**config.mk**
```make
export PLATFORM = sky130hd
export DESIGN_NAME = md5_message_digest
export DESIGN_NICKNAME = d
export VERILOG_FILES = /design/src/hw/rtl/md5_pkg.sv /design/src/hw/rtl/md5_message_digest.sv
export SDC_FILE = /design/constraint.sdc
export NUM_CORES = 2
export LEC_CHECK = 0
export ABC_AREA = 1
export BUFFER_PORTS_ARGS = -buffer_cell sky130_fd_sc_hd__buf_4
export CAP_MARGIN = 20
export CORE_ASPECT_RATIO = 1.75
export CORE_MARGIN = 2
export CORE_UTILIZATION = 44
export CTS_BUF_LIST = sky130_fd_sc_hd__clkbuf_8 sky130_fd_sc_hd__clkbuf_16
export CTS_CLUSTER_SIZE = 24
export DETAILED_ROUTE_END_ITERATION = 8
export SYNTH_ARGS = -nofsm -noshare
export SYNTH_HDL_FRONTEND = slang
export SYNTH_SLANG_ARGS = --single-unit
```
**constraint.sdc**
```tcl
create_clock -name clk -period 10.8 [get_ports clk]
set_input_delay 1.08 -clock clk [delete_from_list [all_inputs] [get_ports clk]]
set_output_delay 1.08 -clock clk [all_outputs]
set_load 0.005 [all_outputs]
```
**src/hw/rtl/md5_pkg.sv**
```systemverilog
`timescale 1ns / 1ps
// ----------------------------------------------------------------------------
// MD5 package
// Round constants, rotate amounts, initial chaining values and FSM states.
// ----------------------------------------------------------------------------
package md5_pkg;

	localparam logic [31:0] INIT_A = 32'h67452301;
	localparam logic [31:0] INIT_B = 32'hefcdab89;
	localparam logic [31:0] INIT_C = 32'h98badcfe;
	localparam logic [31:0] INIT_D = 32'h10325476;
	localparam logic [7:0]  PAD_BYTE = 8'h80;

	typedef enum logic [2:0] {
		ST_IDLE,
		ST_ROUND,
		ST_PAD,
		ST_DONE
	} state_t;

	function automatic logic [31:0] round_const(input logic [5:0] k);
		logic [31:0] r;
		case (k)
			6'd0: r = 32'hd76aa478;  6'd1: r = 32'he8c7b756;
			6'd2: r = 32'h242070db;  6'd3: r = 32'hc1bdceee;
			6'd4: r = 32'hf57c0faf;  6'd5: r = 32'h4787c62a;
			6'd6: r = 32'ha8304613;  6'd7: r = 32'hfd469501;
			6'd8: r = 32'h698098d8;  6'd9: r = 32'h8b44f7af;
			6'd10: r = 32'hffff5bb1; 6'd11: r = 32'h895cd7be;
			6'd12: r = 32'h6b901122; 6'd13: r = 32'hfd987193;
			6'd14: r = 32'ha679438e; 6'd15: r = 32'h49b40821;
			6'd16: r = 32'hf61e2562; 6'd17: r = 32'hc040b340;
			6'd18: r = 32'h265e5a51; 6'd19: r = 32'he9b6c7aa;
			6'd20: r = 32'hd62f105d; 6'd21: r = 32'h02441453;
			6'd22: r = 32'hd8a1e681; 6'd23: r = 32'he7d3fbc8;
			6'd24: r = 32'h21e1cde6; 6'd25: r = 32'hc33707d6;
			6'd26: r = 32'hf4d50d87; 6'd27: r = 32'h455a14ed;
			6'd28: r = 32'ha9e3e905; 6'd29: r = 32'hfcefa3f8;
			6'd30: r = 32'h676f02d9; 6'd31: r = 32'h8d2a4c8a;
			6'd32: r = 32'hfffa3942; 6'd33: r = 32'h8771f681;
			6'd34: r = 32'h6d9d6122; 6'd35: r = 32'hfde5380c;
			6'd36: r = 32'ha4beea44; 6'd37: r = 32'h4bdecfa9;
			6'd38: r = 32'hf6bb4b60; 6'd39: r = 32'hbebfbc70;
			6'd40: r = 32'h289b7ec6; 6'd41: r = 32'heaa127fa;
			6'd42: r = 32'hd4ef3085; 6'd43: r = 32'h04881d05;
			6'd44: r = 32'hd9d4d039; 6'd45: r = 32'he6db99e5;
			6'd46: r = 32'h1fa27cf8; 6'd47: r = 32'hc4ac5665;
			6'd48: r = 32'hf4292244; 6'd49: r = 32'h432aff97;
			6'd50: r = 32'hab9423a7; 6'd51: r = 32'hfc93a039;
			6'd52: r = 32'h655b59c3; 6'd53: r = 32'h8f0ccc92;
			6'd54: r = 32'hffeff47d; 6'd55: r = 32'h85845dd1;
			6'd56: r = 32'h6fa87e4f; 6'd57: r = 32'hfe2ce6e0;
			6'd58: r = 32'ha3014314; 6'd59: r = 32'h4e0811a1;
			6'd60: r = 32'hf7537e82; 6'd61: r = 32'hbd3af235;
			6'd62: r = 32'h2ad7d2bb; 6'd63: r = 32'heb86d391;
			default: r = 32'h0;
		endcase
		return r;
	endfunction

	function automatic logic [4:0] rot_amount(input logic [5:0] k);
		logic [4:0] s;
		case ({k[5:4], k[1:0]})
			4'd0: s = 5'd7;   4'd1: s = 5'd12; 4'd2: s = 5'd17; 4'd3: s = 5'd22;
			4'd4: s = 5'd5;   4'd5: s = 5'd9;  4'd6: s = 5'd14; 4'd7: s = 5'd20;
			4'd8: s = 5'd4;   4'd9: s = 5'd11; 4'd10: s = 5'd16; 4'd11: s = 5'd23;
			4'd12: s = 5'd6;  4'd13: s = 5'd10; 4'd14: s = 5'd15; 4'd15: s = 5'd21;
			default: s = 5'd0;
		endcase
		return s;
	endfunction

endpackage

```
**src/hw/rtl/md5_message_digest.sv**
```systemverilog
`timescale 1ns / 1ps
// ----------------------------------------------------------------------------
// MD5 message digest
// Streams a message in one byte per item and emits the 128-bit digest.
// ----------------------------------------------------------------------------
//  channel | direction | handshake          | payload
//  in      | sink      | in_valid/in_stall  | data_byte, byte_present, end_of_message
//  out     | source    | out_valid/out_stall| digest_first_half, digest_second_half
//
// A byte that does not fill the block is stored and the input stays ready. A byte that completes
// the 64-byte block runs the 64-step round loop on one shared adder/rotate
// unit, one step per cycle, and then folds the working words into the chaining
// words. An end item runs one or two such compressions (two when the tail
// holds 56 bytes or more) and then presents the digest in the output register.
// Reset loads the initial chaining words and clears the bit length and control;
// the block buffer is never read before it is written. in_stall is high while
// a compression runs or while a digest waits for the output side.
// ----------------------------------------------------------------------------
module md5_message_digest (
	input  logic        clk,
	input  logic        arst_n,
	input  logic        in_valid,
	output logic        in_stall,
	input  logic [7:0]  data_byte,
	input  logic        byte_present,
	input  logic        end_of_message,
	output logic        out_valid,
	input  logic        out_stall,
	output logic [63:0] digest_first_half,
	output logic [63:0] digest_second_half
);

	md5_pkg::state_t state_q, state_d;

	logic [31:0] blk_q [16];     // block buffer as 16 little-endian words
	logic [31:0] h_q [4];        // chaining words
	logic [31:0] a_q, b_q, c_q, d_q;
	logic [63:0] len_q;
	logic [5:0]  step_q;
	logic        fold_q;         // last cycle of a compression: add into h
	logic        fin_q;          // compression belongs to message end
	logic        pad_q;          // a padding pass follows this compression
	logic [63:0] dig1_q, dig2_q;
	logic        ov_q;

	logic        acc;
	logic [5:0]  fill;
	logic [63:0] len_after;
	logic [3:0]  sel;
	logic [31:0] fn, mw, sum, rot;
	logic [4:0]  sh;

	assign acc       = in_valid && !in_stall;
	assign in_stall  = (state_q != md5_pkg::ST_IDLE) || ov_q;
	assign out_valid = ov_q;
	assign digest_first_half  = dig1_q;
	assign digest_second_half = dig2_q;
	assign fill      = len_q[8:3];
	assign len_after = byte_present ? len_q + 64'd8 : len_q;

	// message word and round function for the current step
	always_comb begin
		case (step_q[5:4])
			2'd0: begin
				fn  = (b_q & c_q) | (~b_q & d_q);
				sel = step_q[3:0];
			end
			2'd1: begin
				fn  = (b_q & d_q) | (c_q & ~d_q);
				sel = 4'(5 * step_q + 1);
			end
			2'd2: begin
				fn  = b_q ^ c_q ^ d_q;
				sel = 4'(3 * step_q + 5);
			end
			default: begin
				fn  = c_q ^ (b_q | ~d_q);
				sel = 4'(7 * step_q);
			end
		endcase
		mw  = blk_q[sel];
		sum = a_q + fn + md5_pkg::round_const(step_q) + mw;
		sh  = md5_pkg::rot_amount(step_q);
		rot = (sum << sh) | (sum >> (6'd32 - {1'b0, sh}));
	end

	always_ff @(posedge clk or negedge arst_n) begin
		if (!arst_n) begin
			state_q <= md5_pkg::ST_IDLE;
		end else begin
			state_q <= state_d;
		end
	end

	always_comb begin
		state_d = state_q;
		case (state_q)
			md5_pkg::ST_IDLE: begin
				if (acc) begin
					if (byte_present && fill == 6'd63) state_d = md5_pkg::ST_ROUND;
					else if (end_of_message) state_d = md5_pkg::ST_PAD;
				end
			end
			md5_pkg::ST_ROUND: begin
				if (fold_q) begin
					if (pad_q) state_d = md5_pkg::ST_PAD;
					else if (fin_q) state_d = md5_pkg::ST_DONE;
					else state_d = md5_pkg::ST_IDLE;
				end
			end
			md5_pkg::ST_PAD:  state_d = md5_pkg::ST_ROUND;
			md5_pkg::ST_DONE: state_d = md5_pkg::ST_IDLE;
			default:          state_d = md5_pkg::ST_IDLE;
		endcase
	end

	// control and chaining state
	always_ff @(posedge clk or negedge arst_n) begin
		if (!arst_n) begin
			h_q[0] <= md5_pkg::INIT_A;
			h_q[1] <= md5_pkg::INIT_B;
			h_q[2] <= md5_pkg::INIT_C;
			h_q[3] <= md5_pkg::INIT_D;
			len_q  <= '0;
			step_q <= '0;
			fold_q <= 1'b0;
			fin_q  <= 1'b0;
			pad_q  <= 1'b0;
			ov_q   <= 1'b0;
		end else begin
			if (ov_q && !out_stall) ov_q <= 1'b0;
			case (state_q)
				md5_pkg::ST_IDLE: begin
					if (acc) begin
						len_q  <= len_after;
						fin_q  <= end_of_message;
						// end with a full block: the padding block follows it
						pad_q  <= end_of_message && byte_present && fill == 6'd63;
						step_q <= '0;
						fold_q <= 1'b0;
					end
				end
				md5_pkg::ST_PAD: begin
					// tail of 56 or more: compress it, then a length-only block
					pad_q  <= fill >= 6'd56 && !pad_q ? 1'b1 : 1'b0;
					step_q <= '0;
					fold_q <= 1'b0;
				end
				md5_pkg::ST_ROUND: begin
					if (fold_q) begin
						h_q[0] <= h_q[0] + a_q;
						h_q[1] <= h_q[1] + b_q;
						h_q[2] <= h_q[2] + c_q;
						h_q[3] <= h_q[3] + d_q;
						if (pad_q) pad_q <= 1'b1;
					end else begin
						step_q <= step_q + 6'd1;
						if (step_q == 6'd63) fold_q <= 1'b1;
					end
				end
				md5_pkg::ST_DONE: begin
					ov_q   <= 1'b1;
					h_q[0] <= md5_pkg::INIT_A;
					h_q[1] <= md5_pkg::INIT_B;
					h_q[2] <= md5_pkg::INIT_C;
					h_q[3] <= md5_pkg::INIT_D;
					len_q  <= '0;
					fin_q  <= 1'b0;
					pad_q  <= 1'b0;
				end
				default: ;
			endcase
		end
	end

	// working registers, block buffer and digest (payload)
	logic two_blk;
	assign two_blk = fill >= 6'd56;
	always_ff @(posedge clk) begin
		case (state_q)
			md5_pkg::ST_IDLE: begin
				if (acc && byte_present) blk_q[fill[5:2]][8*fill[1:0] +: 8] <= data_byte;
				a_q <= h_q[0]; b_q <= h_q[1]; c_q <= h_q[2]; d_q <= h_q[3];
			end
			md5_pkg::ST_PAD: begin
				// first pad pass writes 0x80 and zero fill; length if it fits
				for (int i = 0; i < 64; i++) begin
					if (pad_q && two_blk) begin
						blk_q[4'(i >> 2)][8*(i & 3) +: 8] <=
							(i >= 56) ? len_q[8*(i-56) +: 8] : 8'h00;
					end else if (i == int'(fill)) begin
						blk_q[4'(i >> 2)][8*(i & 3) +: 8] <= md5_pkg::PAD_BYTE;
					end else if (i > int'(fill)) begin
						blk_q[4'(i >> 2)][8*(i & 3) +: 8] <=
							(i >= 56 && !two_blk) ? len_q[8*(i-56) +: 8] : 8'h00;
					end
				end
				a_q <= h_q[0]; b_q <= h_q[1]; c_q <= h_q[2]; d_q <= h_q[3];
			end
			md5_pkg::ST_ROUND: begin
				if (!fold_q) begin
					a_q <= d_q;
					b_q <= b_q + rot;
					c_q <= b_q;
					d_q <= c_q;
				end
			end
			md5_pkg::ST_DONE: begin
				dig1_q <= {h_q[1], h_q[0]};
				dig2_q <= {h_q[3], h_q[2]};
			end
			default: ;
		endcase
	end

endmodule

```
# Word-level counts from Yosys, hierarchy flattened

Memory sizes are Yosys's and may differ from the RTL's.
Cells that the tools add are included.

Memories kept: 3
Input port bits: 14
Bits in registers: 461
Memory bits (read-only): 2128
Logic and storage cells: 1105
Bits in writable memories: 512
Output and inout port bits: 130

Reductions and logical operators: 32
Bitwise operators: 140
Shifts and indexed selects: 4
$lt $le $gt $ge: 64
Muxes and demuxes: 753
Add/subtract/negate cells: 14
$mul: 3
Equality and inequality tests: 75

Memories:

| memory          | words | width | read ports | clocked after memory_dff | wr ports | RTL line                 | source |
|---|---|---|---|---|---|---|---|
| (no name shown) | 64    | 32    | 1          | 0                        | 0        | md5_pkg.sv:23            | `case (k)` |
| blk_q           | 16    | 32    | 1          | 0                        | 16       | md5_message_digest.sv:35 | `logic [31:0] blk_q [16];` |
| (no name shown) | 16    | 5     | 1          | 0                        | 0        | md5_pkg.sv:63            | `case ({k[5:4], k[1:0]})` |

Operators with widths:

| operator                                               | number |
|---|---|
| 2-to-1 mux 8 bit                                       | 135 |
| 2-to-1 mux 1 bit                                       | 586 |
| adder 32 bit                                           | 8 |
| case mux 128 bit (2 select lines)                      | 1 |
| case mux 32 bit (2 select lines)                       | 4 |
| 2-to-1 mux 32 bit                                      | 7 |
| equality test 6 bit (first input constant)             | 32 |
| > comparator 6 bit (first input constant)              | 32 |
| bitwise AND 32 bit                                     | 4 |
| 2-to-1 mux 128 bit                                     | 1 |
| 2-to-1 mux 64 bit                                      | 2 |
| bitwise OR 32 bit                                      | 4 |
| case mux 64 bit (2 select lines)                       | 1 |
| bitwise OR 1 bit                                       | 127 |
| equality test 5 x 6 -> 1 bit (first input constant)    | 16 |
| > comparator 5 x 6 -> 1 bit (first input constant)     | 16 |
| case mux 32 bit (3 select lines)                       | 1 |
| bitwise XOR 32 bit                                     | 3 |
| adder 64 x 4 -> 64 bit (second input constant)         | 1 |
| inverter 32 bit                                        | 2 |
| equality test 4 x 6 -> 1 bit (first input constant)    | 8 |
| > comparator 4 x 6 -> 1 bit (first input constant)     | 8 |
| negation 5 -> 34 bit                                   | 1 |
| variable shift 8 x 34 -> 32 bit (first input constant) | 1 |
| other kinds (46)                                       | 84 |

# Depth between registers and ports, before layout

Word-level depth: 12
Mapped depth: 59
Mapped depth without buffers: 57

# Least setup slack after synthesis

OpenSTA, ideal clock, no wires.

Path type: register to register
Start: register step_q[2]
End: register b_q[26], data pin
Setup time: 0.269 ns
Cell stages (with the launch flop): 56
Setup slack: 1.920 ns
Data arrival time: 8.611 ns
Data required time: 10.531 ns
Clock period less this slack: 8.880 ns
Cells stage by stage: dfrtp_1 -> inv_2 -> clkbuf_1 -> ha_1 -> fa_1 -> nand3b_1 -> nand3_1 -> nand3_1 -> nand2_1 -> clkinv_1 -> clkbuf_1 -> a21oi_1 -> a32oi_1 -> fa_1 -> inv_1 -> fa_1 -> inv_1 -> ha_1 -> [... 20 more ...] -> ha_1 -> fa_1 -> nand2_1 -> nand2_1 -> nand2_1 -> nand2_1 -> a21oi_1 -> o21ai_1 -> a21boi_0 -> o21ai_1 -> a21oi_1 -> nor2_1 -> nand2_1 -> nand2_1 -> nand2_1 -> nand2_1 -> xnor2_1 -> o21ai_0

Longest elaborated chain between the ends: 10
Elaborated cells between the ends (all ways): 16
Those cells by class: add/sub (5); mul (3); shift (2); mux (3); bitwise (1); memory (2)

Ends and longest elaborated chain:

| what                                                                       | RTL line                                           | source |
|---|---|---|
| from (decl)                                                                | md5_message_digest.sv:39                           | `logic [5:0] step_q;` |
| from (signal assigned)                                                     | md5_message_digest.sv:157                          | `step_q <= step_q + 6'd1;` |
| multiplier 2 x 6 -> 4 bit or multiplier 3 x 6 -> 4 bit (tied branches)     | md5_message_digest.sv:74, md5_message_digest.sv:70 |  |
| adder 4 x 3 -> 4 bit or adder 4 x 1 -> 4 bit (tied branches)               | md5_message_digest.sv:74, md5_message_digest.sv:70 |  |
| case mux 4 bit (3 select lines)                                            | md5_message_digest.sv:63                           | `case (step_q[5:4])` |
| memory read (16 x 32 bit)                                                  | -                                                  |  |
| adder 32 bit (*)                                                           | md5_message_digest.sv:82                           | `sum = a_q + fn + md5_pkg::round_const(step_q) + mw;` |
| >> shifter 32 x 6 -> 32 bit or left shift 32 x 5 -> 32 bit (tied branches) | md5_message_digest.sv:84                           | `rot = (sum << sh) \| (sum >> (6'd32 - {1'b0, sh}));` |
| bitwise OR 32 bit (*)                                                      | md5_message_digest.sv:84                           |  |
| adder 32 bit (*)                                                           | md5_message_digest.sv:203                          | `b_q <= b_q + rot;` |
| 2-to-1 mux 32 bit (*)                                                      | md5_message_digest.sv:201                          | `if (!fold_q) begin` |
| case mux 32 bit (2 select lines) (*)                                       | md5_message_digest.sv:180                          | `case (state_q)` |
| to (signal assigned)                                                       | md5_message_digest.sv:183                          | `a_q <= h_q[0]; b_q <= h_q[1]; c_q <= h_q[2]; d_q <= h_q[3];` |
| to (signal assigned)                                                       | md5_message_digest.sv:198                          | `a_q <= h_q[0]; b_q <= h_q[1]; c_q <= h_q[2]; d_q <= h_q[3];` |
| to (signal assigned)                                                       | md5_message_digest.sv:203                          |  |
| to (decl)                                                                  | md5_message_digest.sv:37                           | `logic [31:0] a_q, b_q, c_q, d_q;` |

Every way passes the cells marked *; elsewhere a longest branch is shown, timed or not. The select of a mux whose other input is x is not followed.
A chain may end at the register's enable or synchronous reset.

# Worst setup path after layout

Start: register step_q[1]
End: register b_q[26], data pin

Longest elaborated chain between the ends: 10
Elaborated cells between the ends (all ways): 18
Those cells by class: add/sub (6); mul (3); shift (2); mux (3); bitwise (1); memory (3)

Ends and longest elaborated chain:

| what                                                                       | RTL line |
|---|---|
| multiplier 2 x 6 -> 4 bit or multiplier 3 x 6 -> 4 bit (tied branches)     | md5_message_digest.sv:74, md5_message_digest.sv:70 |
| adder 4 x 3 -> 4 bit or adder 4 x 1 -> 4 bit (tied branches)               | md5_message_digest.sv:74, md5_message_digest.sv:70 |
| case mux 4 bit (3 select lines)                                            | md5_message_digest.sv:63 |
| memory read (16 x 32 bit)                                                  | - |
| adder 32 bit                                                               | md5_message_digest.sv:82 |
| >> shifter 32 x 6 -> 32 bit or left shift 32 x 5 -> 32 bit (tied branches) | md5_message_digest.sv:84 |
| bitwise OR 32 bit (*)                                                      | md5_message_digest.sv:84 |
| adder 32 bit (*)                                                           | md5_message_digest.sv:203 |
| 2-to-1 mux 32 bit (*)                                                      | md5_message_digest.sv:201 |
| case mux 32 bit (2 select lines) (*)                                       | md5_message_digest.sv:180 |

Marks and branches as above.

==> run metrics <==
status finished clean; post-synthesis simple-gate area fraction 24.7%; DR pass1 iterations 8; Tot GR Track Use 43.4%; Most Frequent Cell on Critical Path nand2_1; Post-DRT Antenna Nets 0; final setup vio count 0; commonest non-fill, non-tap cells in the layout 1,726 x nand2_1, 957 x inv_1, 889 x nand3_1; Synth Area in Adders 6.89%; Die W 289 µm; Die Footprint 145,000 µm²; Post-DP HPWL 239,000 µm; global placer's final weighted congestion 1.09; register bit total from synthesis 969; Buf/Inv on CP 6; Initial Util 44.3%; Vias per Instance 6.17; CTS root buf clkbuf_16; Layout area overhead 11.4%; Final Skew 0.0605 ns; Worst slew margin 15.9%; Worst R2R Setup Slack 0.68 ns; Critical Path Fanout Max 25; Hold Fails Final Rpt 0; worst r2r src step_q[1]$_DFFE_PN0P_; average wire per standard cell 30.2 µm; Synth top area share 18.1%; layout cells sized above 1 8.39%; Syn Inst Count 8,523; xor and xnor fraction of the mapped netlist area 1.36%; Synth Area in Compound Gates 19.7%; Inst Count DP 10.3k; clock sinks 969; max cap viols 0; Post-Synthesis Cell Area 62,400 µm²; port buffer count 143; R2R depth 47; fin util 49.4%; Num CTS Buffers 96; Worst EP arrival 10.57 ns; H-tree depth 3; 1st-iter DRT viols 6,461; Top FF cell, synth dfxtp_1; mean post-synth cell area 7.32 µm²; initial antenna violation count 16; sequential share of the synthesized area 38.9%; RSZ-0062 raised after global routing no; Hold Crit Class in -> async; via count 64.8k; DRC viols 0; Yosys warnings 0; critical path type reg -> reg; crit start category register; reg2reg end b_q[26]$_DFFE_PP_; fin crit period 10.12 ns; CP max stage cell a32oi_1; Top-Level Pins 144; commonest non-fill, non-tap cell in the layout nand2_1; fin crit share 93.7%; Slew Viols, Final 0; fillers 14.2k; largest net degree at the start of global routing 135; largest family of logic cells by synthesized area simple AND/OR/NAND/NOR gates; hold_ws 0.328 ns; CP Depth 47; post-synth cell types 73; syn nets 8,837; CTS tree done; core area 141,000 µm²; slowest stage delay, CP 0.59 ns; clk slew on worst S/H paths 0.07 ns; cts hold-fix bufs 0; FMAX 98.8 MHz; post-route non-filler standard cell count 10.5k; CP Capture Type register; multiplexer share of the synthesized area 0.0802%; Longest Clk Path Bufs 3; Die Ht 502 µm; # rows 182; Worst setup startpoint step_q[1]$_DFFE_PN0P_; Worst Path Required 11.25 ns; nets 8,888; Worst-Margin Slew 1.26 ns; first-pass GRT wire length 449,000 µm; EDFF count, synth 376; GRT overflow 0; vias in the first global route 63.1k; Synth area leader edfxtp_1; clk_lat worst skew 0.78 ns; CP delay by family, top simple AND/OR/NAND/NOR gates; setup_tns 0 ns; crit path to b_q[26]$_DFFE_PP_; post-synthesis async set-or-reset flop share 20.7%; DRT Wirelength 317,000 µm; synth top area cells edfxtp_1 18%, dfxtp_1 13%, nand2_1 10%, nand3_1 7.1%, o21ai_0 6.4%
Yosys cell counts (all sizes together) (3+ instances only):
cell	instances
nand2	1744
inv	973
nand3	896
o21ai	857
a21oi	769
nor2	657
dfxtp	392
edfxtp	376
clkbuf	313
ha	227
o22ai	144
dfrtp	137
nor3	116
a31oi	85
fa	73
buf	70
o211ai	65
dfstp	64
a211oi	59
xor2	57
nand4	56
or2	53
nor4	41
xnor2	39
a32oi	32
clkinv	26
o32ai	24
o221ai	18
o31ai	18
o21bai	17
a21o	16
o21a	15
a221oi	14
a21boi	12
a22oi	9
a2111oi	7
nand3b	7
o2111ai	7
nor3b	6
o311ai	6
mux2i	5
a311oi	4
a31o	3
layer usage:
layer	vias up	track usage (%)	wire length (µm)
met5	-	0	66
met4	8	47.5	43800
met3	1519	10.1	24700
met2	3462	74.7	153000
met1	30600	39.8	95500
li1	29300	-	-
metrics by stage:
stage / worst slack (ns) / instance area, µm²
2_1_floorplan: 1.92 / 62400
5_1_grt: 0.0472 / 69500
6_report: 0.677 / 69500
3_3_place_gp: 0.378 / 65900
3_5_place_dp: 0.334 / 65900
4_1_cts: 0.274 / 69400
kinds of logic after synthesis:
logic type | after synthesis
AOI/OAI and AO/OA | 2189
xor gates and xnor gates | 96
adders and majority gates | 300
buffers and inverters | 1382
DFF | 969
muxes | 5
and+or+nand+nor | 3582
sequential cells by signal (all words and copies together), names as in the netlist:
register,count
fin_q,1
fold_q,1
b_q,32
out_valid,1
pad_q,1
len_q,61
state_q,2
blk_q,512
d_q,32
a_q,32
step_q,6
h_q,128
digest_second_half,64
c_q,32
digest_first_half,64
area by class of cell:
type,instances,area [µm²],area share [%]
Inverter,999,3780,5.43
Tap cell,1840,2300,3.31
Antenna cell,6,15.0,0.0216
Sequential cell,969,24300,34.9
Timing Repair Buffer,336,2700,3.89
Clock inverter,65,726,1.04
Multi-Input combinational cell,6172,33000,47.5
Clock buffer,117,2730,3.92
timing repair:
action                     CTS  global route
resized for setup            0            20
setup endpoints to repair    0            20
setup buffers                0             0
worst register-to-register path, delay by kind of cell (launching register included):
kind / cells / cell delay [ns]
AOI/OAI and AO/OA: 8 / 1.89
xor gates and xnor gates: 1 / 0.13
adders and majority gates: 7 / 2.79
buffers and inverters: 6 / 1.29
DFF: 1 / 0.40
and+or+nand+nor: 25 / 3.30
worst min path at each step:
stage,start,to,depth (start not counted)
6_report,arst_n,h_q[57]$_DFFE_PN0P_,1
5_1_grt,arst_n,h_q[57]$_DFFE_PN0P_,1
4_1_cts,arst_n,h_q[57]$_DFFE_PN0P_,1
3_5_place_dp,blk_q[13][1]$_SDFFE_PP0P_,blk_q[13][1]$_SDFFE_PP0P_,2
3_3_place_gp,blk_q[5][26]$_SDFFE_PP0P_,blk_q[5][26]$_SDFFE_PP0P_,2
2_1_floorplan,blk_q[1][27]$_SDFFE_PP0P_,blk_q[1][27]$_SDFFE_PP0P_,2
Power is left out: the tool's default activity adds up to more than one toggle a clock period on the data nets, which glitch-free logic cannot reach.
